**src/rtl/core/assert_macros.svh**
```systemverilog
// Assertion macros shared by the fragmenter RTL.
`ifndef ASSERT_MACROS_SVH
`define ASSERT_MACROS_SVH
`ifndef SYNTHESIS
// Checked while out of reset.
`define ASSERT_RST(lbl, clk, rst_n, prop, msg) \
  lbl: assert property (@(posedge clk) disable iff (!rst_n) prop) else $error(msg);
// Checked on every edge, reset included.
`define ASSERT_ANY(lbl, clk, prop, msg) \
  lbl: assert property (@(posedge clk) prop) else $error(msg);
`else
`define ASSERT_RST(lbl, clk, rst_n, prop, msg)
`define ASSERT_ANY(lbl, clk, prop, msg)
`endif
`endif

```
**src/rtl/core/hnrf_pkg.sv**
```systemverilog
// Types and constants of the NAL to RTP fragmenter.
`timescale 1ns / 1ps
`default_nettype none
package hnrf_pkg;

  localparam int unsigned POS_W   = 24;
  localparam int unsigned LEN_W   = 16;
  localparam int unsigned NLEN_W  = 32;
  localparam logic [POS_W-1:0] FRAME_BYTES_MAX = 24'hFFFFFF;

  // Configuration register indexes
  localparam int unsigned CFG_IDX_W  = 2;
  localparam int unsigned CFG_DATA_W = 16;
  localparam logic [CFG_IDX_W-1:0] CFG_CODEC_MODE  = 2'd0;
  localparam logic [CFG_IDX_W-1:0] CFG_PREFIX_LEN  = 2'd1;
  localparam logic [CFG_IDX_W-1:0] CFG_MAX_PAYLOAD = 2'd2;

  localparam logic [2:0]  PREFIX_LEN_RESET  = 3'd4;
  localparam logic [15:0] MAX_PAYLOAD_RESET = 16'd1200;

  // Codec and header codes
  localparam logic       CODEC_H264      = 1'b0;
  localparam logic [4:0] NAL_TYPE_FILLER = 5'd12;
  localparam logic [4:0] FU_A_TYPE       = 5'd28;
  localparam logic [5:0] HEVC_FU_TYPE    = 6'd49;
  localparam logic [7:0] NRI_MASK        = 8'hE0;
  localparam logic [1:0] HDR_CNT_SINGLE  = 2'd0;
  localparam logic [1:0] HDR_CNT_FU_A    = 2'd2;
  localparam logic [1:0] HDR_CNT_HEVC_FU = 2'd3;
  localparam logic       KIND_PACKET     = 1'b0;
  localparam logic       KIND_OVERRUN    = 1'b1;

  // Queue between parser and formatter
  localparam int unsigned Q_DEPTH = 4;
  localparam int unsigned Q_AW    = $clog2(Q_DEPTH);
  localparam int unsigned Q_CW    = $clog2(Q_DEPTH + 1);

  typedef struct packed {
    logic       codec_mode;
    logic [2:0] length_prefix_bytes;
    logic [15:0] max_payload;
  } cfg_t;

  typedef struct packed {
    logic [7:0]       data_byte;
    logic [POS_W-1:0] frame_size;
    logic             frame_last;
  } in_item_t;

  typedef struct packed {
    logic             result_kind;
    logic [POS_W-1:0] payload_offset;
    logic [LEN_W-1:0] payload_length;
    logic [1:0]       header_count;
    logic [7:0]       header_first;
    logic [7:0]       header_second;
    logic [7:0]       header_third;
  } out_item_t;

  // Classified event from the parser
  typedef struct packed {
    logic             is_err;
    logic             is_fu;
    logic             h265;
    logic             first;
    logic             last;
    logic [POS_W-1:0] offset;
    logic [LEN_W-1:0] length;
    logic [7:0]       hdr1;
    logic [7:0]       hdr2;
  } ev_t;

endpackage
`default_nettype wire

```
**src/rtl/core/hnrf_front.sv**
```systemverilog
// Byte parser: walks length prefixes and NAL units and classifies events.
`timescale 1ns / 1ps
`default_nettype none
`include "assert_macros.svh"
module hnrf_front (
  input  wire logic            clk,
  input  wire logic            rst_n,
  input  wire logic            in_valid,
  output logic                 in_stall,
  input  wire hnrf_pkg::in_item_t in_data,
  input  wire hnrf_pkg::cfg_t  cfg,
  input  wire logic            q_full,
  output logic                 push,
  output hnrf_pkg::ev_t        push_data
);
  import hnrf_pkg::*;

  typedef enum logic [4:0] {
    PH_PREFIX = 5'b00001,
    PH_HEAD1  = 5'b00010,
    PH_HEAD2  = 5'b00100,
    PH_BODY   = 5'b01000,
    PH_SKIP   = 5'b10000
  } phase_t;

  phase_t              phase_r, phase_nxt;
  logic [POS_W-1:0]    pos_r, pos_nxt;
  logic [NLEN_W-1:0]   acc_r, acc_nxt;
  logic [2:0]          seen_r, seen_nxt;
  logic [NLEN_W-1:0]   left_r, left_nxt;
  logic [7:0]          h1_r, h1_nxt;
  logic [7:0]          h2_r, h2_nxt;
  logic [POS_W-1:0]    start_r, start_nxt;
  logic [LEN_W-1:0]    fill_r, fill_nxt;
  logic                first_r, first_nxt;
  logic                frag_r, frag_nxt;
  logic                discard_r, discard_nxt;

  logic                accept;
  logic                res;
  ev_t                 ev;
  logic [2:0]          plen;
  logic [1:0]          hb;
  logic [1:0]          hc;
  logic [LEN_W-1:0]    cap;
  logic [POS_W:0]      pos_inc;
  logic [POS_W-1:0]    pos_p1;
  logic [POS_W-1:0]    span;
  logic [NLEN_W-1:0]   acc_sh;
  logic [2:0]          seen_inc;
  logic [NLEN_W-1:0]   left_dec;
  logic [NLEN_W-1:0]   left_sat;
  logic [LEN_W-1:0]    fill_inc;
  logic                short_tail;
  logic                overrun;

  assign accept   = in_valid && !q_full;
  assign in_stall = q_full;

  always_comb begin
    if (cfg.length_prefix_bytes == 3'd0) begin
      plen = 3'd1;
    end else if (cfg.length_prefix_bytes > 3'd4) begin
      plen = 3'd4;
    end else begin
      plen = cfg.length_prefix_bytes;
    end
  end

  assign hb  = (cfg.codec_mode == CODEC_H264) ? 2'd1 : 2'd2;
  assign hc  = (cfg.codec_mode == CODEC_H264) ? 2'd2 : 2'd3;
  assign cap = (cfg.max_payload > {14'd0, hc}) ? (cfg.max_payload - {14'd0, hc})
                                               : 16'd1;

  assign pos_inc  = {1'b0, pos_r} + {{POS_W{1'b0}}, 1'b1};
  assign pos_p1   = pos_inc[POS_W-1:0];
  assign span     = pos_p1 - start_r;
  assign acc_sh   = {acc_r[NLEN_W-9:0], in_data.data_byte};
  assign seen_inc = seen_r + 3'd1;
  assign left_dec = left_r - 32'd1;
  assign left_sat = (left_r != '0) ? left_dec : '0;
  assign fill_inc = fill_r + 16'd1;

  // Prefix cannot fit with its NAL: ignore the tail of the frame
  assign short_tail = ({2'b00, in_data.frame_size} <= ({2'b00, pos_r} + {23'd0, plen}));
  assign overrun    = ({8'd0, pos_inc} + {1'b0, acc_sh}) > {9'd0, in_data.frame_size};

  always_comb begin
    phase_nxt   = phase_r;
    pos_nxt     = pos_r;
    acc_nxt     = acc_r;
    seen_nxt    = seen_r;
    left_nxt    = left_r;
    h1_nxt      = h1_r;
    h2_nxt      = h2_r;
    start_nxt   = start_r;
    fill_nxt    = fill_r;
    first_nxt   = first_r;
    frag_nxt    = frag_r;
    discard_nxt = discard_r;
    res         = 1'b0;
    ev          = '0;
    ev.h265     = cfg.codec_mode;

    if (!discard_r) begin
      case (phase_r)
        PH_PREFIX: begin
          if (seen_r == 3'd0 && short_tail) begin
            discard_nxt = 1'b1;
          end else if (seen_inc >= plen) begin
            acc_nxt  = '0;
            seen_nxt = 3'd0;
            if (overrun) begin
              res         = 1'b1;
              ev.is_err   = 1'b1;
              discard_nxt = 1'b1;
            end else if (acc_sh == '0) begin
              res       = 1'b1;
              ev.offset = pos_p1;
            end else begin
              left_nxt  = acc_sh;
              start_nxt = pos_p1;
              fill_nxt  = '0;
              first_nxt = 1'b1;
              frag_nxt  = (acc_sh > {16'd0, cfg.max_payload}) &&
                          (acc_sh > {30'd0, hb});
              phase_nxt = PH_HEAD1;
            end
          end else begin
            acc_nxt  = acc_sh;
            seen_nxt = seen_inc;
          end
        end
        PH_HEAD1: begin
          h1_nxt   = in_data.data_byte;
          left_nxt = left_dec;
          if (cfg.codec_mode == CODEC_H264 &&
              in_data.data_byte[4:0] == NAL_TYPE_FILLER) begin
            // drop filler NAL
            phase_nxt = (left_dec != '0) ? PH_SKIP : PH_PREFIX;
          end else if (frag_r) begin
            start_nxt = pos_p1;
            fill_nxt  = '0;
            if (left_dec == '0) begin
              phase_nxt = PH_PREFIX;
            end else if (cfg.codec_mode == CODEC_H264) begin
              phase_nxt = PH_BODY;
            end else begin
              phase_nxt = PH_HEAD2;
            end
          end else if (left_dec == '0) begin
            res       = 1'b1;
            ev.offset = start_r;
            ev.length = span[LEN_W-1:0];
            phase_nxt = PH_PREFIX;
          end else begin
            phase_nxt = PH_BODY;
          end
        end
        PH_HEAD2: begin
          h2_nxt    = in_data.data_byte;
          left_nxt  = left_dec;
          start_nxt = pos_p1;
          fill_nxt  = '0;
          phase_nxt = (left_dec != '0) ? PH_BODY : PH_PREFIX;
        end
        PH_BODY: begin
          left_nxt = left_sat;
          if (frag_r) begin
            if (fill_inc >= cap || left_sat == '0) begin
              res       = 1'b1;
              ev.is_fu  = 1'b1;
              ev.first  = first_r;
              ev.last   = (left_sat == '0);
              ev.offset = start_r;
              ev.length = fill_inc;
              ev.hdr1   = h1_r;
              ev.hdr2   = h2_r;
              first_nxt = 1'b0;
              start_nxt = start_r + {8'd0, fill_inc};
              fill_nxt  = '0;
            end else begin
              fill_nxt = fill_inc;
            end
          end else if (left_sat == '0) begin
            res       = 1'b1;
            ev.offset = start_r;
            ev.length = span[LEN_W-1:0];
          end
          if (left_sat == '0) begin
            phase_nxt = PH_PREFIX;
          end
        end
        PH_SKIP: begin
          left_nxt = left_sat;
          if (left_sat == '0) begin
            phase_nxt = PH_PREFIX;
          end
        end
        default: begin
          phase_nxt = PH_PREFIX;
        end
      endcase
    end

    if (in_data.frame_last) begin
      // restart per-frame state
      phase_nxt   = PH_PREFIX;
      pos_nxt     = '0;
      acc_nxt     = '0;
      seen_nxt    = 3'd0;
      left_nxt    = '0;
      h1_nxt      = '0;
      h2_nxt      = '0;
      start_nxt   = '0;
      fill_nxt    = '0;
      first_nxt   = 1'b1;
      frag_nxt    = 1'b0;
      discard_nxt = 1'b0;
    end else if (pos_r != FRAME_BYTES_MAX) begin
      pos_nxt = pos_p1;
    end
  end

  assign push      = accept && res;
  assign push_data = ev;

  always_ff @(posedge clk) begin
    if (!rst_n) begin
      phase_r   <= PH_PREFIX;
      pos_r     <= '0;
      acc_r     <= '0;
      seen_r    <= 3'd0;
      left_r    <= '0;
      h1_r      <= '0;
      h2_r      <= '0;
      start_r   <= '0;
      fill_r    <= '0;
      first_r   <= 1'b1;
      frag_r    <= 1'b0;
      discard_r <= 1'b0;
    end else if (accept) begin
      phase_r   <= phase_nxt;
      pos_r     <= pos_nxt;
      acc_r     <= acc_nxt;
      seen_r    <= seen_nxt;
      left_r    <= left_nxt;
      h1_r      <= h1_nxt;
      h2_r      <= h2_nxt;
      start_r   <= start_nxt;
      fill_r    <= fill_nxt;
      first_r   <= first_nxt;
      frag_r    <= frag_nxt;
      discard_r <= discard_nxt;
    end
  end

  `ASSERT_RST(a_discard_silent, clk, rst_n, discard_r |-> !push, "event while discarding frame")
  `ASSERT_RST(a_err_discards, clk, rst_n, (push && push_data.is_err && !in_data.frame_last) |=> discard_r, "overrun did not start discard")

endmodule
`default_nettype wire

```
**src/rtl/core/hnrf_queue.sv**
```systemverilog
// Short event queue between the parser and the formatter.
`timescale 1ns / 1ps
`default_nettype none
`include "assert_macros.svh"
module hnrf_queue (
  input  wire logic          clk,
  input  wire logic          rst_n,
  input  wire logic          push,
  input  wire hnrf_pkg::ev_t push_data,
  output logic               full,
  input  wire logic          pop,
  output logic               pop_valid,
  output hnrf_pkg::ev_t      pop_data
);
  import hnrf_pkg::*;

  localparam logic [Q_CW-1:0] CNT_FULL = Q_CW'(Q_DEPTH);
  localparam logic [Q_CW-1:0] CNT_ONE  = Q_CW'(1);

  ev_t             slots_r [Q_DEPTH];
  logic [Q_AW-1:0] wr_ptr_r, wr_ptr_nxt;
  logic [Q_AW-1:0] rd_ptr_r, rd_ptr_nxt;
  logic [Q_CW-1:0] cnt_r, cnt_nxt;
  logic            do_push;
  logic            do_pop;

  assign full      = (cnt_r == CNT_FULL);
  assign pop_valid = (cnt_r != '0);
  assign pop_data  = slots_r[rd_ptr_r];
  assign do_push   = push && !full;
  assign do_pop    = pop && pop_valid;

  always_comb begin
    wr_ptr_nxt = do_push ? wr_ptr_r + Q_AW'(1) : wr_ptr_r;
    rd_ptr_nxt = do_pop ? rd_ptr_r + Q_AW'(1) : rd_ptr_r;
    cnt_nxt    = cnt_r;
    if (do_push && !do_pop) begin
      cnt_nxt = cnt_r + CNT_ONE;
    end else if (do_pop && !do_push) begin
      cnt_nxt = cnt_r - CNT_ONE;
    end
  end

  always_ff @(posedge clk) begin
    if (do_push) begin
      slots_r[wr_ptr_r] <= push_data;
    end
  end

  always_ff @(posedge clk) begin
    if (!rst_n) begin
      wr_ptr_r <= '0;
      rd_ptr_r <= '0;
      cnt_r    <= '0;
    end else begin
      wr_ptr_r <= wr_ptr_nxt;
      rd_ptr_r <= rd_ptr_nxt;
      cnt_r    <= cnt_nxt;
    end
  end

  `ASSERT_RST(a_cnt_bound, clk, rst_n, cnt_r <= CNT_FULL, "queue count beyond depth")
  `ASSERT_RST(a_cnt_grow, clk, rst_n, (do_push && !do_pop) |=> (cnt_r == $past(cnt_r) + CNT_ONE), "queue count did not grow on push")
  `ASSERT_ANY(a_cnt_reset, clk, !rst_n |=> (cnt_r == '0), "queue not empty after reset")

endmodule
`default_nettype wire

```
**src/rtl/core/hnrf_back.sv**
```systemverilog
// Formatter: builds descriptors and FU headers, holds the output register.
`timescale 1ns / 1ps
`default_nettype none
module hnrf_back (
  input  wire logic          clk,
  input  wire logic          rst_n,
  input  wire logic          q_valid,
  input  wire hnrf_pkg::ev_t q_data,
  output logic               q_pop,
  output logic               out_valid,
  input  wire logic          out_stall,
  output hnrf_pkg::out_item_t out_data
);
  import hnrf_pkg::*;

  out_item_t  out_r, out_nxt;
  logic       out_valid_r;
  logic       load;
  logic [1:0] flags;
  logic [5:0] hevc_type;

  assign load  = q_valid && (!out_valid_r || !out_stall);
  assign q_pop = load;

  assign flags     = {q_data.first, q_data.last};
  assign hevc_type = q_data.hdr1[6:1];

  always_comb begin
    out_nxt = '0;
    if (q_data.is_err) begin
      out_nxt.result_kind = KIND_OVERRUN;
    end else begin
      out_nxt.result_kind    = KIND_PACKET;
      out_nxt.payload_offset = q_data.offset;
      out_nxt.payload_length = q_data.length;
      if (q_data.is_fu) begin
        if (q_data.h265) begin
          // keep F, LayerId and TID; type becomes the FU type
          out_nxt.header_count  = HDR_CNT_HEVC_FU;
          out_nxt.header_first  = {q_data.hdr1[7], HEVC_FU_TYPE, q_data.hdr1[0]};
          out_nxt.header_second = q_data.hdr2;
          out_nxt.header_third  = {flags, hevc_type};
        end else begin
          out_nxt.header_count  = HDR_CNT_FU_A;
          out_nxt.header_first  = (q_data.hdr1 & NRI_MASK) | {3'd0, FU_A_TYPE};
          out_nxt.header_second = {flags, 1'b0, q_data.hdr1[4:0]};
        end
      end else begin
        out_nxt.header_count = HDR_CNT_SINGLE;
      end
    end
  end

  always_ff @(posedge clk) begin
    if (!rst_n) begin
      out_valid_r <= 1'b0;
    end else if (load) begin
      out_valid_r <= 1'b1;
    end else if (!out_stall) begin
      out_valid_r <= 1'b0;
    end
  end

  always_ff @(posedge clk) begin
    if (load) begin
      out_r <= out_nxt;
    end
  end

  assign out_valid = out_valid_r;
  assign out_data  = out_r;

endmodule
`default_nettype wire

```
**src/rtl/core/h26x_nal_rtp_fragmenter_top.sv**
```systemverilog
// Top level of the H.264/H.265 NAL to RTP packet descriptor fragmenter.
`timescale 1ns / 1ps
`default_nettype none
// Takes one byte of a length-prefixed access unit per clock and returns packet
// descriptors (offset, length, FU header bytes) or an overrun error, at most one
// per byte. A byte is taken every cycle while the four-entry event queue has
// room; a result goes via the event queue to the output register. The parser,
// the event queue and the output register each stall on their own, so out_stall
// only throttles input once the queue fills. Configuration is to be written
// through cfg_we/cfg_index/cfg_wdata while idle; the block does not enforce it.
module h26x_nal_rtp_fragmenter_top (
  input  wire logic                          clk,
  input  wire logic                          rst_n,
  input  wire logic                          in_valid,
  output logic                               in_stall,
  input  wire hnrf_pkg::in_item_t            in_data,
  output logic                               out_valid,
  input  wire logic                          out_stall,
  output hnrf_pkg::out_item_t                out_data,
  input  wire logic                          cfg_we,
  input  wire logic [hnrf_pkg::CFG_IDX_W-1:0]  cfg_index,
  input  wire logic [hnrf_pkg::CFG_DATA_W-1:0] cfg_wdata
);
  import hnrf_pkg::*;

  cfg_t cfg_r;
  logic q_full;
  logic push;
  ev_t  push_data;
  logic q_pop;
  logic q_valid;
  ev_t  q_data;

  always_ff @(posedge clk) begin
    if (!rst_n) begin
      cfg_r.codec_mode          <= CODEC_H264;
      cfg_r.length_prefix_bytes <= PREFIX_LEN_RESET;
      cfg_r.max_payload         <= MAX_PAYLOAD_RESET;
    end else if (cfg_we) begin
      case (cfg_index)
        CFG_CODEC_MODE:  cfg_r.codec_mode          <= cfg_wdata[0];
        CFG_PREFIX_LEN:  cfg_r.length_prefix_bytes <= cfg_wdata[2:0];
        CFG_MAX_PAYLOAD: cfg_r.max_payload         <= cfg_wdata;
        default: begin
        end
      endcase
    end
  end

  hnrf_front u_front (
    .clk       (clk),
    .rst_n     (rst_n),
    .in_valid  (in_valid),
    .in_stall  (in_stall),
    .in_data   (in_data),
    .cfg       (cfg_r),
    .q_full    (q_full),
    .push      (push),
    .push_data (push_data)
  );

  hnrf_queue u_queue (
    .clk       (clk),
    .rst_n     (rst_n),
    .push      (push),
    .push_data (push_data),
    .full      (q_full),
    .pop       (q_pop),
    .pop_valid (q_valid),
    .pop_data  (q_data)
  );

  hnrf_back u_back (
    .clk       (clk),
    .rst_n     (rst_n),
    .q_valid   (q_valid),
    .q_data    (q_data),
    .q_pop     (q_pop),
    .out_valid (out_valid),
    .out_stall (out_stall),
    .out_data  (out_data)
  );

endmodule
`default_nettype wire
```
**config.mk**
```make
export PLATFORM = sky130hd
export DESIGN_NAME = h26x_nal_rtp_fragmenter_top
export DESIGN_NICKNAME = d
export VERILOG_FILES = /design/src/rtl/core/hnrf_pkg.sv /design/src/rtl/core/hnrf_front.sv /design/src/rtl/core/hnrf_queue.sv /design/src/rtl/core/hnrf_back.sv /design/src/rtl/core/h26x_nal_rtp_fragmenter_top.sv
export VERILOG_INCLUDE_DIRS = /design/src /design/src/rtl/core
export SDC_FILE = /design/constraint.sdc
export NUM_CORES = 1
export LEC_CHECK = 0
export BUFFER_PORTS_ARGS = -buffer_cell sky130_fd_sc_hd__buf_2
export CORE_MARGIN = 5
export CORE_UTILIZATION = 45
export CTS_CLUSTER_DIAMETER = 120
export DETAILED_ROUTE_END_ITERATION = 8
export GPL_TIMING_DRIVEN = 1
export SLEW_MARGIN = 15
export SYNTH_ARGS = -nofsm -noshare
export SYNTH_HDL_FRONTEND = slang
export SYNTH_SLANG_ARGS = --single-unit
```
**constraint.sdc**
```tcl
create_clock -name clk -period 10.4 [get_ports clk]
set_input_delay 1.04 -clock clk [delete_from_list [all_inputs] [get_ports clk]]
set_output_delay 1.04 -clock clk [all_outputs]
set_load 0.1 [all_outputs]
```
-- Yosys cells after proc, flatten, opt, wreduce, memory -nomap -nowiden
Memories as Yosys holds them, arrays and structs flattened. A register that Yosys moved wholly into a read port is not among the register bits.
Index checks and enable logic that the tools add are counted.
- flip-flop bits (word level): 242
- output and inout port bits: 69
- word-level logic and storage cells: 263
- input port bits: 56
- memories: 1
- memory bits (writable): 244
- $lt $le $gt $ge: 8
- add/sub/neg operators: 13
- bitwise logic cells: 3
- equal/unequal tests: 24
- mux-type cells: 134
- reductions and logical operators: 52
- memory list (name ; words ; width ; rd ports ; clocked after Yosys merged registers in ; wr ports ; RTL line ; source):
    u_queue.slots_r ; 4 ; 61 ; 1 ; 1 ; 1 ; hnrf_queue.sv:20 ; ev_t slots_r [Q_DEPTH];
- operator list (cell ; number):
    24-bit 2-to-1 mux ; 21
    32-bit 2-to-1 mux ; 7
    16-bit 2-to-1 mux ; 13
    40-bit 2-to-1 mux ; 5
    58-bit 2-to-1 mux ; 2
    32-bit logical NOT ; 3
    24-bit case mux with 4 select lines ; 1
    32-bit case mux with 3 select lines ; 1
    24-bit case mux with 3 select lines ; 1
    16-bit case mux with 4 select lines ; 1
    32-bit nonzero test ; 2
    5-bit 2-to-1 mux ; 11
    8-bit 2-to-1 mux ; 6
    1-bit 2-to-1 mux ; 42
    25-bit by 32-bit adder with 33-bit output ; 1
    33-bit by 24-bit > comparator with 1-bit output ; 1
    32-bit by 16-bit > comparator with 1-bit output ; 1
    32-bit by 2-bit > comparator with 1-bit output ; 1
    16-bit case mux with 2 select lines ; 1
    32-bit by 1-bit subtractor with 32-bit output, second input constant ; 1
    3-bit 2-to-1 mux ; 9
    24-bit by 26-bit less-or-equal comparator with 1-bit output ; 1
    24-bit by 1-bit adder with 25-bit output, second input constant ; 1
    24-bit by 3-bit adder with 25-bit output ; 1
    50 further kinds ; 100

-- Depth between registers and ports, before layout
Gate-level depths: netlist (run 1).
- depth after elaboration: 15
- gate-level depth with buffers: 35
- gate-level depth less buffers: 32

-- Cells and area by module
Synthesis (run 1) repeated with hierarchy kept, for this count alone.
- cell total of the unflattened synthesis: 2715
- area total of the unflattened synthesis: 27746.6 µm²
- modules (own cells, without submodules) (module ; sequential area each (µm²) ; cells an instance ; times used ; area an instance (µm²)):
    hnrf_front ; 2942.8 ; 2111 ; 1 ; 15083.2
    hnrf_queue ; 7507.2 ; 367 ; 1 ; 9350.2
    hnrf_back ; 1941.9 ; 152 ; 1 ; 2491.1
    h26x_nal_rtp_fragmenter_top ; 400.4 ; 85 ; 1 ; 822.0

-- Worst setup path before layout (run 1)
Ideal clock, no wire load.
- kind: reg2reg
- from: register u_front.pos_r[3]
- to: memory u_queue.slots_r[0][0] (netlist name) (enable)
- period minus slack after synthesis: 7197 ps
- slack: 3203 ps
- data arrival time: 6772 ps
- data required time: 9975 ps
- stages on the path, launching flop included: 28
- buffers on the path: 4
- setup time: 425 ps
- path through: dfxtp_1 > clkbuf_1 > nand2_1 > nor2_1 > and3_1 > clkbuf_1 > nand3_1 > nor2_1 > xor2_1 > ha_1 > clkbuf_1 > and2_1 > or2_2 > or3_1 > a21oi_1 > xnor2_1 > ha_1 > nand4_1 > nand4bb_1 > a31oi_1 > and4b_1 > o31ai_1 > nor2_1 > and4b_1 > and4_1 > clkbuf_1 > a21oi_2 > and2_1
- word-level cells in the longest chain between the ends: 12
- elaborated cells between the ends (all ways): 15
- classes of those cells: add/sub: 3; order compare: 2; mux: 7; reduce/logical: 3
- ends and longest elaborated chain (what ; RTL line ; source):
    from (decl) ; hnrf_front.sv:27 ; logic [POS_W-1:0] pos_r, pos_nxt;
    from (signal assigned) ; hnrf_front.sv:244 ; pos_r <= pos_nxt;
    24-bit by 1-bit adder with 25-bit output ; hnrf_front.sv:75 ; assign pos_inc = {1'b0, pos_r} + {{POS_W{1'b0}}, 1'b1};
    25-bit by 32-bit adder with 33-bit output ; hnrf_front.sv:86 ; assign overrun = ({8'd0, pos_inc} + {1'b0, acc_sh}) > {9'd0, in_data.frame_size};
    33-bit by 24-bit > comparator with 1-bit output ; hnrf_front.sv:86 ;
    1-bit 2-to-1 mux ; hnrf_front.sv:113 ; if (overrun) begin
    1-bit 2-to-1 mux ; hnrf_front.sv:110 ; end else if (seen_inc >= plen) begin
    1-bit 2-to-1 mux (*) ; hnrf_front.sv:108 ; if (seen_r == 3'd0 && short_tail) begin
    1-bit case mux with 3 select lines (*) ; hnrf_front.sv:106 ; case (phase_r)
    1-bit 2-to-1 mux (*) ; hnrf_front.sv:105 ; if (!discard_r) begin
    1-bit logical AND (*) ; hnrf_front.sv:225 ; assign push = accept && res;
    1-bit logical AND (*) ; hnrf_queue.sv:30 ; assign do_push = push && !full;
    via u_queue.do_push ; hnrf_queue.sv:24 ; logic do_push;
    1-bit 2-to-1 mux (*) ; hnrf_queue.sv:45 ; if (do_push) begin
    1-bit 2-to-1 mux (implied by the code) (*) ; hnrf_queue.sv:46 ; slots_r[wr_ptr_r] <= push_data;
    to (decl) ; hnrf_queue.sv:20 ;
Mark *: on every way through the listed nets, which the timed path passes. The rest lies on a longest branch.

-- Worst setup path after layout (run 1)
- from: register u_front.pos_r[0]
- to: memory u_queue.slots_r[3][34] (netlist name) (enable)
The elaborated chain is that of the path after synthesis.

==> flow_summary_export.csv, run 1 <==
group,metric,value,unit
run_status,outcome,"completed",
synthesis,synth_top_family_by_area,"simple AND/OR/NAND/NOR gates",
synthesis,ys_top_cells_by_area,"sky130_fd_sc_hd__edfxtp_1, sky130_fd_sc_hd__dfxtp_1, sky130_fd_sc_hd__ha_1",
clocking,clkSlewWorstSetupHoldPaths,60,ps
power_and_ir_drop,netSwitchingFraction,39.46,%
timing,setup_tns,0,ps
critical_path,startpoint,"u_front.pos_r[0]",
grt,grt_util_all_layers,23.11,%
hold_path,worst_hold_path_type,"reg -> reg",
floorplanning,rows,90,
critical_path,critical-path-top-delay-family,"simple AND/OR/NAND/NOR gates",
timing,report.final.hold_viol_count,0,
clocking,cts.repair.resized,0,
power_and_ir_drop,power-per-cell-area,208.4,nW/um^2
floorplanning,die_h,256.2,um
floorplanning,core_region_area,60250,sq um
timing,rsz0062_at_grt,"false",
power_and_ir_drop,power.internal,0.003842,W
synthesis,synth.yosys.warnings,0,
floorplanning,io_pins,125,
clocking,cts-hold-fix-buffers,0,
synthesis,post_synth_fa_ha_maj_area_fraction,7.751,%
power_and_ir_drop,combinationalPowerShare,32.8,%
synthesis,synth_area,27280,sq um
clocking,clock_path_buffers,3,
synthesis,yosys.cell_types.count,88,
timing,final-setup-viol-count,0,
critical_path,worst-setup-path-type,"reg -> reg",
place,dp_hpwl,56230,um
drt,remaining_design_rule_violation_count,0,
synthesis,xor_xnor_fraction_of_synth_area,4.687,%
place,gpl.final_weighted_congestion,0.9396,
timing,final_period_utilization,82.04,%
synthesis,postSynthAreaPerCell,10.33,sq um
clocking,numCtsBuffers,54,
final_layout,nets_final,2937,
drt,routed_wl,77990,um
power_and_ir_drop,power.net_switching,0.002504,W
clocking,cts_setup_buffers,0,
clocking,clock_sinks,485,
synthesis,mappedNetlistNets,2862,
clocking,ctsRootBufferMaster,"sky130_fd_sc_hd__clkbuf_16",
power_and_ir_drop,share_of_total_power_in_the_clock_network,30.1,%
critical_path,critPathMostFrequentCell,"sky130_fd_sc_hd__nor2_1",
synthesis,synth_async_sr_flop_share,0,%
timing,finalMaxSlewViolations,0,
grt,first_global_vias,20750,
drt,wl_per_cell,22.04,um
power_and_ir_drop,seqPwrFrac,37.2,%
hold_path,hold_path.startpoint,"cfg_r[11]",
final_layout,fillers,5452,
grt,grt_max_degree,91,
floorplanning,die_area,65650,sq um
final_layout,number_of_antenna_diodes,0,
timing,clock-skew-final,39.38,ps
clocking,cts_tree,"yes",
final_layout,sequential_cell_area,12800,sq um
timing,fmax,117.2,MHz
synthesis,yosysMostFrequentCell,"sky130_fd_sc_hd__edfxtp_1",
critical_path,critPathCaptureType,"flip-flop",
synthesis,synth-simple-area-share,17.09,%
power_and_ir_drop,leakagePower,11.12,nW
grt,grt_overflow_total,0,
critical_path,crit-reg2reg-launch,"u_front.pos_r[0]",
timing,slew_headroom,20.32,%
place,portBuffers,124,
critical_path,worst_ep_arrival_time,8760,ps
timing,timing_worst_slew_pin_value,1191,ps
power_and_ir_drop,power.ir.vdd_worst,0.0003137,V
critical_path,crit_path_max_fanout,34,
final_layout,post_route_cells_drive_above_1_share,13.02,%
timing,timing.final.crit_period,8532,ps
critical_path,cp-start-kind,"flip-flop",
final_layout,area.growth.synth_to_final,11.63,%
synthesis,ys_top_cells_by_count,"sky130_fd_sc_hd__edfxtp_1, sky130_fd_sc_hd__nor2_1, sky130_fd_sc_hd__nand2_1, sky130_fd_sc_hd__a21oi_1, sky130_fd_sc_hd__dfxtp_1",
clocking,clock_tree.htree_level_count,2,
grt,grt_pass1_wl,121200,um
synthesis,synth-edff-count,308,
critical_path,cp.required,10630,ps
power_and_ir_drop,totalPowerFinal,0.006347,W
critical_path,critical_path_buf_inv_count,1,
floorplanning,start_util,45.29,%
synthesis,muxShareOfSynthArea,6.297,%
synthesis,synth_area_leader_cell,"sky130_fd_sc_hd__edfxtp_1",
flow_run,max_cap_violations,0,
final_layout,multi_input_area,13520,sq um
synthesis,dominantRegCellSynth,"sky130_fd_sc_hd__edfxtp_1",
synthesis,seq_area_frac_synth,46.89,%
drt,ant_nets,0,
synthesis,synth_instances,2640,
drt,firstDrtPassIters,6,
critical_path,cpMaxStageDelayCell,"sky130_fd_sc_hd__and2_2",
grt,antenna_violations_before_repair,0,
drt,dr_total_vias,21000,
drt,post_drt_via_cell_ratio,5.932,
synthesis,netlist.area_leader.share,33.90,%
clocking,insertion_delay,620,ps
synthesis,ys_ff_latch,485,
drt,initialDrtViolationCount,1767,
critical_path,cpPeakStageDelay,770,ps
synthesis,synth_compound_gate_area_share,13.48,%
floorplanning,die_w,256.2,um
final cells by class:
cell class	instances	share of cell area, %
Inverter	120	1.483
Multi-Input combinational cell	1893	44.40
Timing Repair Buffer	161	2.950
Clock inverter	28	1.043
Clock buffer	70	4.897
Sequential cell	485	42.02
Tap cell	782	3.213
stage by stage:
step / cells / cell area [sq um] / util [%] / setup slack [ps] / hold WS (ps)
detailed placement: 3441 / 28640 / 47.53 / 1928 / 457.5
global route: 3539 / 30460 / 50.55 / 1279 / 482.8
finish: 3539 / 30460 / 50.55 / 1868 / 459.6
CTS: 3539 / 30450 / 50.54 / 1881 / 462.7
floorplan: 2640 / 27280 / - / 3203 / 436.3
global placement: 3441 / 28640 / 47.53 / 2229 / 446.8
path summary, 6_finish.rpt:
check / cells past startpoint / slack, ps / endpoint
setup / recovery: 25 / 1870 / u_queue.slots_r[3][34]
hold / removal: 2 / 460 / cfg_r[11]
setup reg to reg: 25 / 1870 / u_queue.slots_r[3][34]
hold reg to reg: 2 / 460 / cfg_r[11]
placed cells by master, fill, tap and decap left out, drive strengths merged, types with 16 or more instances in the layout:
cell type,synthesis,layout
buf,24,161
edfxtp,308,308
o21a,23,23
clkbuf,118,70
xnor2,80,80
nand2,188,188
dfxtp,177,177
a21o,32,32
and3,38,38
a21oi,183,183
o211ai,25,25
nand2b,16,16
or4,23,23
nor2b,69,69
xor2,66,66
and2,35,35
nand4,37,37
nor3b,16,16
nor2,246,246
o21ai,92,92
nand3,107,107
nor4,30,30
or3,26,26
mux2i,31,31
o31ai,44,44
inv,119,120
ha,161,161
nor3,54,54
a22oi,56,56
mux4,61,61
clkinv,1,22
kinds of logic (layout without fill, tap and decap cells):
group                      count (synthesis)  after routing
AOI/OAI and AO/OA                        558            558
xor gates and xnor gates                 146            146
adders and majority gates                166            166
buffers and inverters                    262            379
DFF                                      485            485
muxes                                     95             95
and+or+nand+nor                          928            928
registers in the layout (all words and copies together) (netlist names), named ones only:
signal,count
cfg_r,20
u_front.start_r,24
u_queue.rd_ptr_r,2
u_front.frag_r,1
u_queue.wr_ptr_r,2
u_front.h1_r,8
u_front.discard_r,1
u_front.first_r,1
u_queue.cnt_r,3
u_back.out_data,64
u_front.fill_r,16
u_queue.slots_r,244
u_front.h2_r,8
u_front.pos_r,24
u_front.seen_r,3
u_back.out_valid,1
u_front.acc_r,24
u_front.left_r,32
u_front.phase_r,5
power groups by stage:
stage | logic [W] | registers, W | clock network, W
after detailed placement | 0.00209 | 0.00240 | 0
after global routing | 0.00220 | 0.00238 | 0.00204
after CTS | 0.00210 | 0.00236 | 0.00195
after global placement | 0.00208 | 0.00240 | 0
final | 0.00208 | 0.00236 | 0.00191
after floorplan | 0.000820 | 0.00332 | 0
layer usage:
layer | global-route usage [%] | vias to the layer above | share of wire [%]
met3 | 3.404 | 192 | 5.6
met2 | 37.83 | 699 | 47
li1 | - | 9936 | -
met4 | 9.880 | 0 | 4.8
met5 | 0 | - | 0
met1 | 30.88 | 10170 | 43
worst min-delay path, stage by stage (launching register included):
cell                      delay (ps)
sky130_fd_sc_hd__dfxtp_1         300
sky130_fd_sc_hd__nand2_1          50
sky130_fd_sc_hd__a21oi_1          60
Power figures use the tool's default switching activity.
==> inputs of run 2 (changes only) <==
==> constraint.sdc (replaced) <==
create_clock -name clk -period 6.8 [get_ports clk]
set_input_delay 0.68 -clock clk [delete_from_list [all_inputs] [get_ports clk]]
set_output_delay 0.68 -clock clk [all_outputs]
set_load 0.1 [all_outputs]
==> run 2 against run 1 <==
Non-clock buffer count rose by 64. Flip-flop and latch count is the same. Final area grew 1.5%. Clock skew decreased by 6.3 ps. Cell count increased by 1.6%. Register-to-register slack worse by 1600 ps. Sequential share of layout area fell by 0.60 points. Sequential power grew 52%. Worst hold slack got worse by 150 ps. Die area unchanged.
==> flow_summary_export.csv, run 2 (same netlist as run 1, synthesis figures left out) <==
group,metric,value,unit
clocking,cts_tree,"yes",
floorplanning,die_area,65650,sq um
final_layout,nets_final,2998,
critical_path,crit_path_max_fanout,7,
grt,grt_util_all_layers,23.04,%
clocking,insertion_delay,610,ps
critical_path,cp-start-kind,"flip-flop",
power_and_ir_drop,power.internal,0.005715,W
final_layout,final_common_cell,"sky130_fd_sc_hd__edfxtp_1",
final_layout,finalCoreUtilization,51.31,%
critical_path,cpPeakStageDelay,470,ps
hold_path,cell_depth_of_the_worst_min_delay_path,3,
drt,remaining_design_rule_violation_count,0,
floorplanning,start_util,45.29,%
power_and_ir_drop,leakagePower,11.40,nW
critical_path,reg2reg_setup_slack,270,ps
grt,antenna_violations_before_repair,0,
drt,firstDrtPassIters,5,
power_and_ir_drop,seqPwrFrac,37.7,%
critical_path,critical_path_buf_inv_count,2,
power_and_ir_drop,power.net_switching,0.003824,W
power_and_ir_drop,power.ir.vdd_worst,0.0005247,V
timing,report.final.hold_viol_count,0,
clocking,clock_path_buffers,3,
power_and_ir_drop,share_of_total_power_in_the_clock_network,28.5,%
floorplanning,die_h,256.2,um
final_layout,largest_register_ff_count,244,
critical_path,critPathMostFrequentCell,"sky130_fd_sc_hd__ha_1",
critical_path,cp.required,7330,ps
drt,dr_total_vias,21230,
timing,clock-skew-final,33.07,ps
timing,fmax,153.1,MHz
critical_path,cpMaxStageDelayCell,"sky130_fd_sc_hd__or3_1",
timing,setup_tns,0,ps
floorplanning,core_region_area,60250,sq um
timing,timing_worst_slew_pin_value,1169,ps
floorplanning,rows,90,
timing,final_period_utilization,96.04,%
timing,timing.final.crit_period,6531,ps
power_and_ir_drop,netSwitchingFraction,40.09,%
floorplanning,io_pins,125,
critical_path,worst-setup-path-type,"reg -> reg",
clocking,clock_sinks,485,
power_and_ir_drop,combinationalPowerShare,33.8,%
drt,ant_nets,0,
run_status,outcome,"completed",
critical_path,critical-path-top-delay-family,"simple AND/OR/NAND/NOR gates",
clocking,clock_tree.htree_level_count,2,
final_layout,registers.top_by_ff_count,"u_queue.slots_r",
final_layout,most-common-layout-cells,"sky130_fd_sc_hd__edfxtp_1, sky130_fd_sc_hd__nor2_1, sky130_fd_sc_hd__nand2_1",
critical_path,worst_setup_path_endpoint,"u_queue.cnt_r[2]",
grt,first_global_vias,20690,
drt,post_drt_via_cell_ratio,5.903,
floorplanning,die_w,256.2,um
hold_path,worst_hold_path_type,"in -> reg",
flow_run,max_cap_violations,0,
final_layout,post_route_cells_drive_above_1_share,15.28,%
drt,wl_per_cell,21.69,um
clocking,numCtsBuffers,51,
grt,grt_overflow_total,0,
timing,rsz0062_at_grt,"true",
place,dp_hpwl,57140,um
critical_path,crit_cells,27,
critical_path,crit-reg2reg-launch,"u_front.pos_r[3]",
place,gpl.final_weighted_congestion,0.9390,
place,portBuffers,124,
critical_path,critPathCaptureType,"flip-flop",
critical_path,reg2regPathDepth,27,
grt,grt_pass1_wl,121200,um
timing,slew_headroom,21.88,%
grt,grt_max_degree,76,
critical_path,crit-reg2reg-capture,"u_queue.cnt_r[2]",
clocking,cts-hold-fix-buffers,0,
critical_path,worst_ep_arrival_time,7060,ps
clocking,ctsRootBufferMaster,"sky130_fd_sc_hd__clkbuf_16",
timing,finalMaxSlewViolations,0,
critical_path,startpoint,"u_front.pos_r[3]",
drt,routed_wl,78020,um
drt,initialDrtViolationCount,1689,
timing,final-setup-viol-count,0,
power_and_ir_drop,power-per-cell-area,308.6,nW/um^2
clocking,clkSlewWorstSetupHoldPaths,60,ps
power_and_ir_drop,totalPowerFinal,0.009538,W
final_layout,area.growth.synth_to_final,13.31,%
-- run 2: per-stage QoR --
stage                     hold slack (ps)  setup slack [ps]  std cells  area (sq um)
final                               305.5             269.1       3597         30910
after global routing                290.0            -89.27       3596         30910
after CTS                           275.5             124.5       3594         30830
after detailed placement            453.3             20.23       3503         29180
after global placement              451.0             239.6       3503         29180
after floorplan                     436.3             245.6       2640         27290
-- run 2: power groups by stage --
stage	sequential (W)	clock, W	combinational [W]
detailed placement	0.00366	0	0.00325
floorplan	0.00509	0	0.00125
global placement	0.00366	0	0.00323
global route	0.00362	0.00291	0.00341
CTS	0.00360	0.00277	0.00325
finish	0.00359	0.00272	0.00323
-- run 2: worst min-delay path by stage --
stage / end / slack (ps) / startpoint
global route: cfg_r[3] / 290 / cfg_wdata[3]
floorplan: cfg_r[11] / 440 / cfg_r[11]
global placement: cfg_r[11] / 450 / cfg_r[11]
detailed placement: cfg_r[11] / 450 / cfg_r[11]
finish: cfg_r[3] / 310 / cfg_wdata[3]
CTS: cfg_r[6] / 280 / cfg_wdata[6]
-- run 2: worst register-to-register path, cell delays in order (launching register included) --
cell                        delay (ps)
sky130_fd_sc_hd__dfxtp_2           400
sky130_fd_sc_hd__and2_1            200
sky130_fd_sc_hd__and4_1            280
sky130_fd_sc_hd__buf_4             160
sky130_fd_sc_hd__xor2_1            240
sky130_fd_sc_hd__ha_1              350
sky130_fd_sc_hd__o21a_1            200
sky130_fd_sc_hd__o211ai_1          340
sky130_fd_sc_hd__a311oi_2          140
sky130_fd_sc_hd__or3_1             470
sky130_fd_sc_hd__a21oi_2           200
sky130_fd_sc_hd__xnor2_1            80
sky130_fd_sc_hd__ha_1              300
sky130_fd_sc_hd__nand4_1           160
sky130_fd_sc_hd__nand4bb_1         270
sky130_fd_sc_hd__a31oi_1           220
sky130_fd_sc_hd__and4b_1           250
sky130_fd_sc_hd__o31ai_4           240
sky130_fd_sc_hd__nor2_1             70
sky130_fd_sc_hd__and4b_1           230
sky130_fd_sc_hd__and4_1            240
sky130_fd_sc_hd__a21oi_2           170
sky130_fd_sc_hd__ha_1              210
sky130_fd_sc_hd__inv_1              60
sky130_fd_sc_hd__fa_1              380
sky130_fd_sc_hd__xor2_1            170
sky130_fd_sc_hd__or3_1             310
sky130_fd_sc_hd__a21oi_1           150
-- run 2: area by class of cell --
| type | instances | area, sq um |
|---|---|---|
| inverters | 120 | 451.7 |
| repair buffers | 225 | 1466 |
| flip-flops and latches | 485 | 12800 |
| clock buffers | 69 | 1414 |
| clock inverters | 22 | 226.5 |
| well taps | 782 | 978.4 |
| multi-input cells | 1893 | 13570 |
| fillers | 5362 | 29330 |
| diodes | 1 | 2.502 |
-- run 2: layer usage --
metal / routed length [um] / global-route usage (%)
met1: 33720 / 30.73
met2: 37950 / 39.39
met3: 4010 / 3.207
met4: 2334 / 6.822
met5: 0 / 0
-- run 2: what timing repair did --
| action | 4_1_cts | 5_1_grt |
|---|---|---|
| endpoints found under the setup margin | 1 | 228 |
| buffers inserted | 0 | 2 |
| gates resized for setup | 2 | 18 |
| pin swaps | 0 | 3 |
==> inputs of run 3 (changes only) <==
==> constraint.sdc (replaced) <==
create_clock -name clk -period 6 [get_ports clk]
set_input_delay 0.6 -clock clk [delete_from_list [all_inputs] [get_ports clk]]
set_output_delay 0.6 -clock clk [all_outputs]
set_load 0.1 [all_outputs]
==> run 3 against run 2 <==
Final area is 6.5% higher. Worst hold slack worse by 80 ps. Global-route usage is 0.49 points higher. Sequential share of layout area is 2.5 points lower. Largest power group unchanged.
==> flow_summary_export.csv, run 3 (same netlist as run 1, synthesis figures left out) <==
group,metric,value,unit
run_status,outcome,"completed",
final_layout,stdcell_area,32930,sq um
final_layout,number_of_antenna_diodes,0,
timing,layout_setup_ws,22.96,ps
place,dp_hpwl,58800,um
critical_path,worst-setup-path-type,"reg -> reg",
critical_path,cp.required,6540,ps
final_layout,most-common-layout-cells,"sky130_fd_sc_hd__edfxtp_1, sky130_fd_sc_hd__nor2_1, sky130_fd_sc_hd__buf_4",
timing,final.hold.worst_slack,225.6,ps
power_and_ir_drop,power.net_switching,0.004413,W
final_layout,post_route_cells_drive_above_1_share,22.17,%
critical_path,cpPeakStageDelay,370,ps
grt,grt_max_degree,62,
power_and_ir_drop,share_of_total_power_in_the_clock_network,29.0,%
floorplanning,rows,90,
timing,report.final.hold_viol_count,0,
drt,wl_per_cell,21.64,um
final_layout,fillers,5279,
flow_run,max_cap_violations,0,
critical_path,cp-start-kind,"flip-flop",
clocking,clock_sinks,485,
drt,remaining_design_rule_violation_count,0,
power_and_ir_drop,power.internal,0.006603,W
floorplanning,io_pins,125,
timing,final-setup-viol-count,0,
floorplanning,die_area,65650,sq um
drt,post_drt_via_cell_ratio,5.826,
final_layout,nets_final,3140,
critical_path,crit_path_max_fanout,5,
drt,ant_nets,0,
grt,grt_overflow_total,0,
place,placement.cell_area,30280,sq um
clocking,clkSlewWorstSetupHoldPaths,60,ps
clocking,clock_tree.htree_level_count,2,
clocking,clock_path_buffers,3,
power_and_ir_drop,seqPwrFrac,37.0,%
drt,initialDrtViolationCount,1675,
power_and_ir_drop,leakagePower,12.27,nW
floorplanning,die_w,256.2,um
timing,fmax,167.3,MHz
timing,timing_worst_slew_pin_value,1310,ps
power_and_ir_drop,power-per-cell-area,334.5,nW/um^2
power_and_ir_drop,power.ir.vdd_worst,0.0006177,V
drt,routed_wl,80960,um
critical_path,worst_ep_arrival_time,6510,ps
timing,timing.final.crit_period,5977,ps
timing,rsz0062_at_grt,"true",
clocking,cts-hold-fix-buffers,0,
place,gpl.final_weighted_congestion,0.9321,
grt,grt_util_all_layers,23.52,%
critical_path,reg2regPathDepth,32,
power_and_ir_drop,netSwitchingFraction,40.06,%
drt,dr_total_vias,21790,
hold_path,cell_depth_of_the_worst_min_delay_path,3,
final_layout,registers.top_by_ff_count,"u_queue.slots_r",
place,portBuffers,124,
place,dpl_worst_slack,-258.3,ps
power_and_ir_drop,combinationalPowerShare,34.0,%
clocking,numCtsBuffers,52,
final_layout,final_common_cell,"sky130_fd_sc_hd__edfxtp_1",
grt,first_global_vias,21220,
timing,final_period_utilization,99.62,%
critical_path,critPathMostFrequentCell,"sky130_fd_sc_hd__buf_4",
floorplanning,core_region_area,60250,sq um
grt,grt_pass1_wl,123800,um
critical_path,cpMaxStageDelayCell,"sky130_fd_sc_hd__dfxtp_4",
clocking,ctsRootBufferMaster,"sky130_fd_sc_hd__clkbuf_16",
drt,firstDrtPassIters,6,
final_layout,finalCoreUtilization,54.66,%
critical_path,critPathCaptureType,"flip-flop",
hold_path,worst_hold_path_type,"in -> reg",
final_layout,largest_register_ff_count,244,
floorplanning,die_h,256.2,um
final_layout,area.growth.synth_to_final,20.70,%
timing,clock-skew-final,39.57,ps
clocking,insertion_delay,620,ps
clocking,cts_tree,"yes",
timing,slew_headroom,12.67,%
grt,antenna_violations_before_repair,0,
floorplanning,start_util,45.29,%
timing,finalMaxSlewViolations,0,
run 3: changes by cell type in the layout (fill, tap and decap cells not counted), moves of 8 or more:
cell,previous run,this run
sky130_fd_sc_hd__a21oi_1,178,168
sky130_fd_sc_hd__buf_4,94,207
sky130_fd_sc_hd__buf_6,0,14
sky130_fd_sc_hd__ha_1,159,147
sky130_fd_sc_hd__ha_4,0,13
sky130_fd_sc_hd__nor2_1,241,226
sky130_fd_sc_hd__nor2_4,0,8
sky130_fd_sc_hd__xor2_1,65,56
run 3: area by class of cell:
class,count,area (sq um),area share [%]
multi-input cells,1893,14210,43.15
repair buffers,366,2780,8.443
flip-flops and latches,485,12810,38.91
inverters,120,451.7,1.372
clock buffers,68,1391,4.225
clock inverters,27,305.3,0.9271
well taps,782,978.4,2.971
run 3: per-layer routing:
metal / vias up / wire length [um] / part of all wire, % / global-route usage (%)
met4: 0 / 3212 / 4.0 / 8.186
li1: 10310 / - / - / -
met2: 633 / 38680 / 48 / 39.20
met1: 10700 / 35060 / 43 / 31.85
met5: - / 0 / 0 / 0
met3: 153 / 4006 / 4.9 / 3.119
run 3: worst max-delay path, delay by kind of cell, from the launching register on:
family | cells | cell delay, ps
adders and majority gates | 4 | 1080
buffers and inverters | 6 | 770
AOI/OAI and AO/OA | 4 | 750
and+or+nand+nor | 15 | 2500
DFF | 1 | 370
xor gates and xnor gates | 3 | 440
run 3: worst paths after layout:
path                                  startpoint               end  slack [ps]
worst max-delay path            u_front.pos_r[4]  u_queue.cnt_r[2]          20
worst min-delay path                cfg_wdata[7]          cfg_r[7]         230
worst max register to register  u_front.pos_r[4]  u_queue.cnt_r[2]          20
worst min register to register         cfg_r[11]         cfg_r[11]         460
run 3: per-stage QoR:
stage	instances	TNS [ps]	power [W]
floorplan	2640	-5488	0.007186
global placement	3619	-41.85	0.007852
detailed placement	3619	-5079	0.007884
CTS	3719	-27.38	0.01109
global route	3741	-9818	0.01146
finish	3741	0	0.01102
run 3: power groups by stage:
stage	clock network (W)	registers [W]	logic, W
floorplan	0	0.00576	0.00142
global placement	0	0.00415	0.00371
detailed placement	0	0.00415	0.00373
CTS	0.00326	0.00408	0.00374
global route	0.00341	0.00411	0.00395
finish	0.00319	0.00408	0.00375
run 3: repair_timing:
| item | in CTS | in global routing |
|---|---|---|
| gates resized for setup | 16 | 105 |
| cloned | 1 | 6 |
| endpoints found under the setup margin | 222 | 423 |
| pin swaps | 13 | 42 |
| buffers inserted | 4 | 17 |
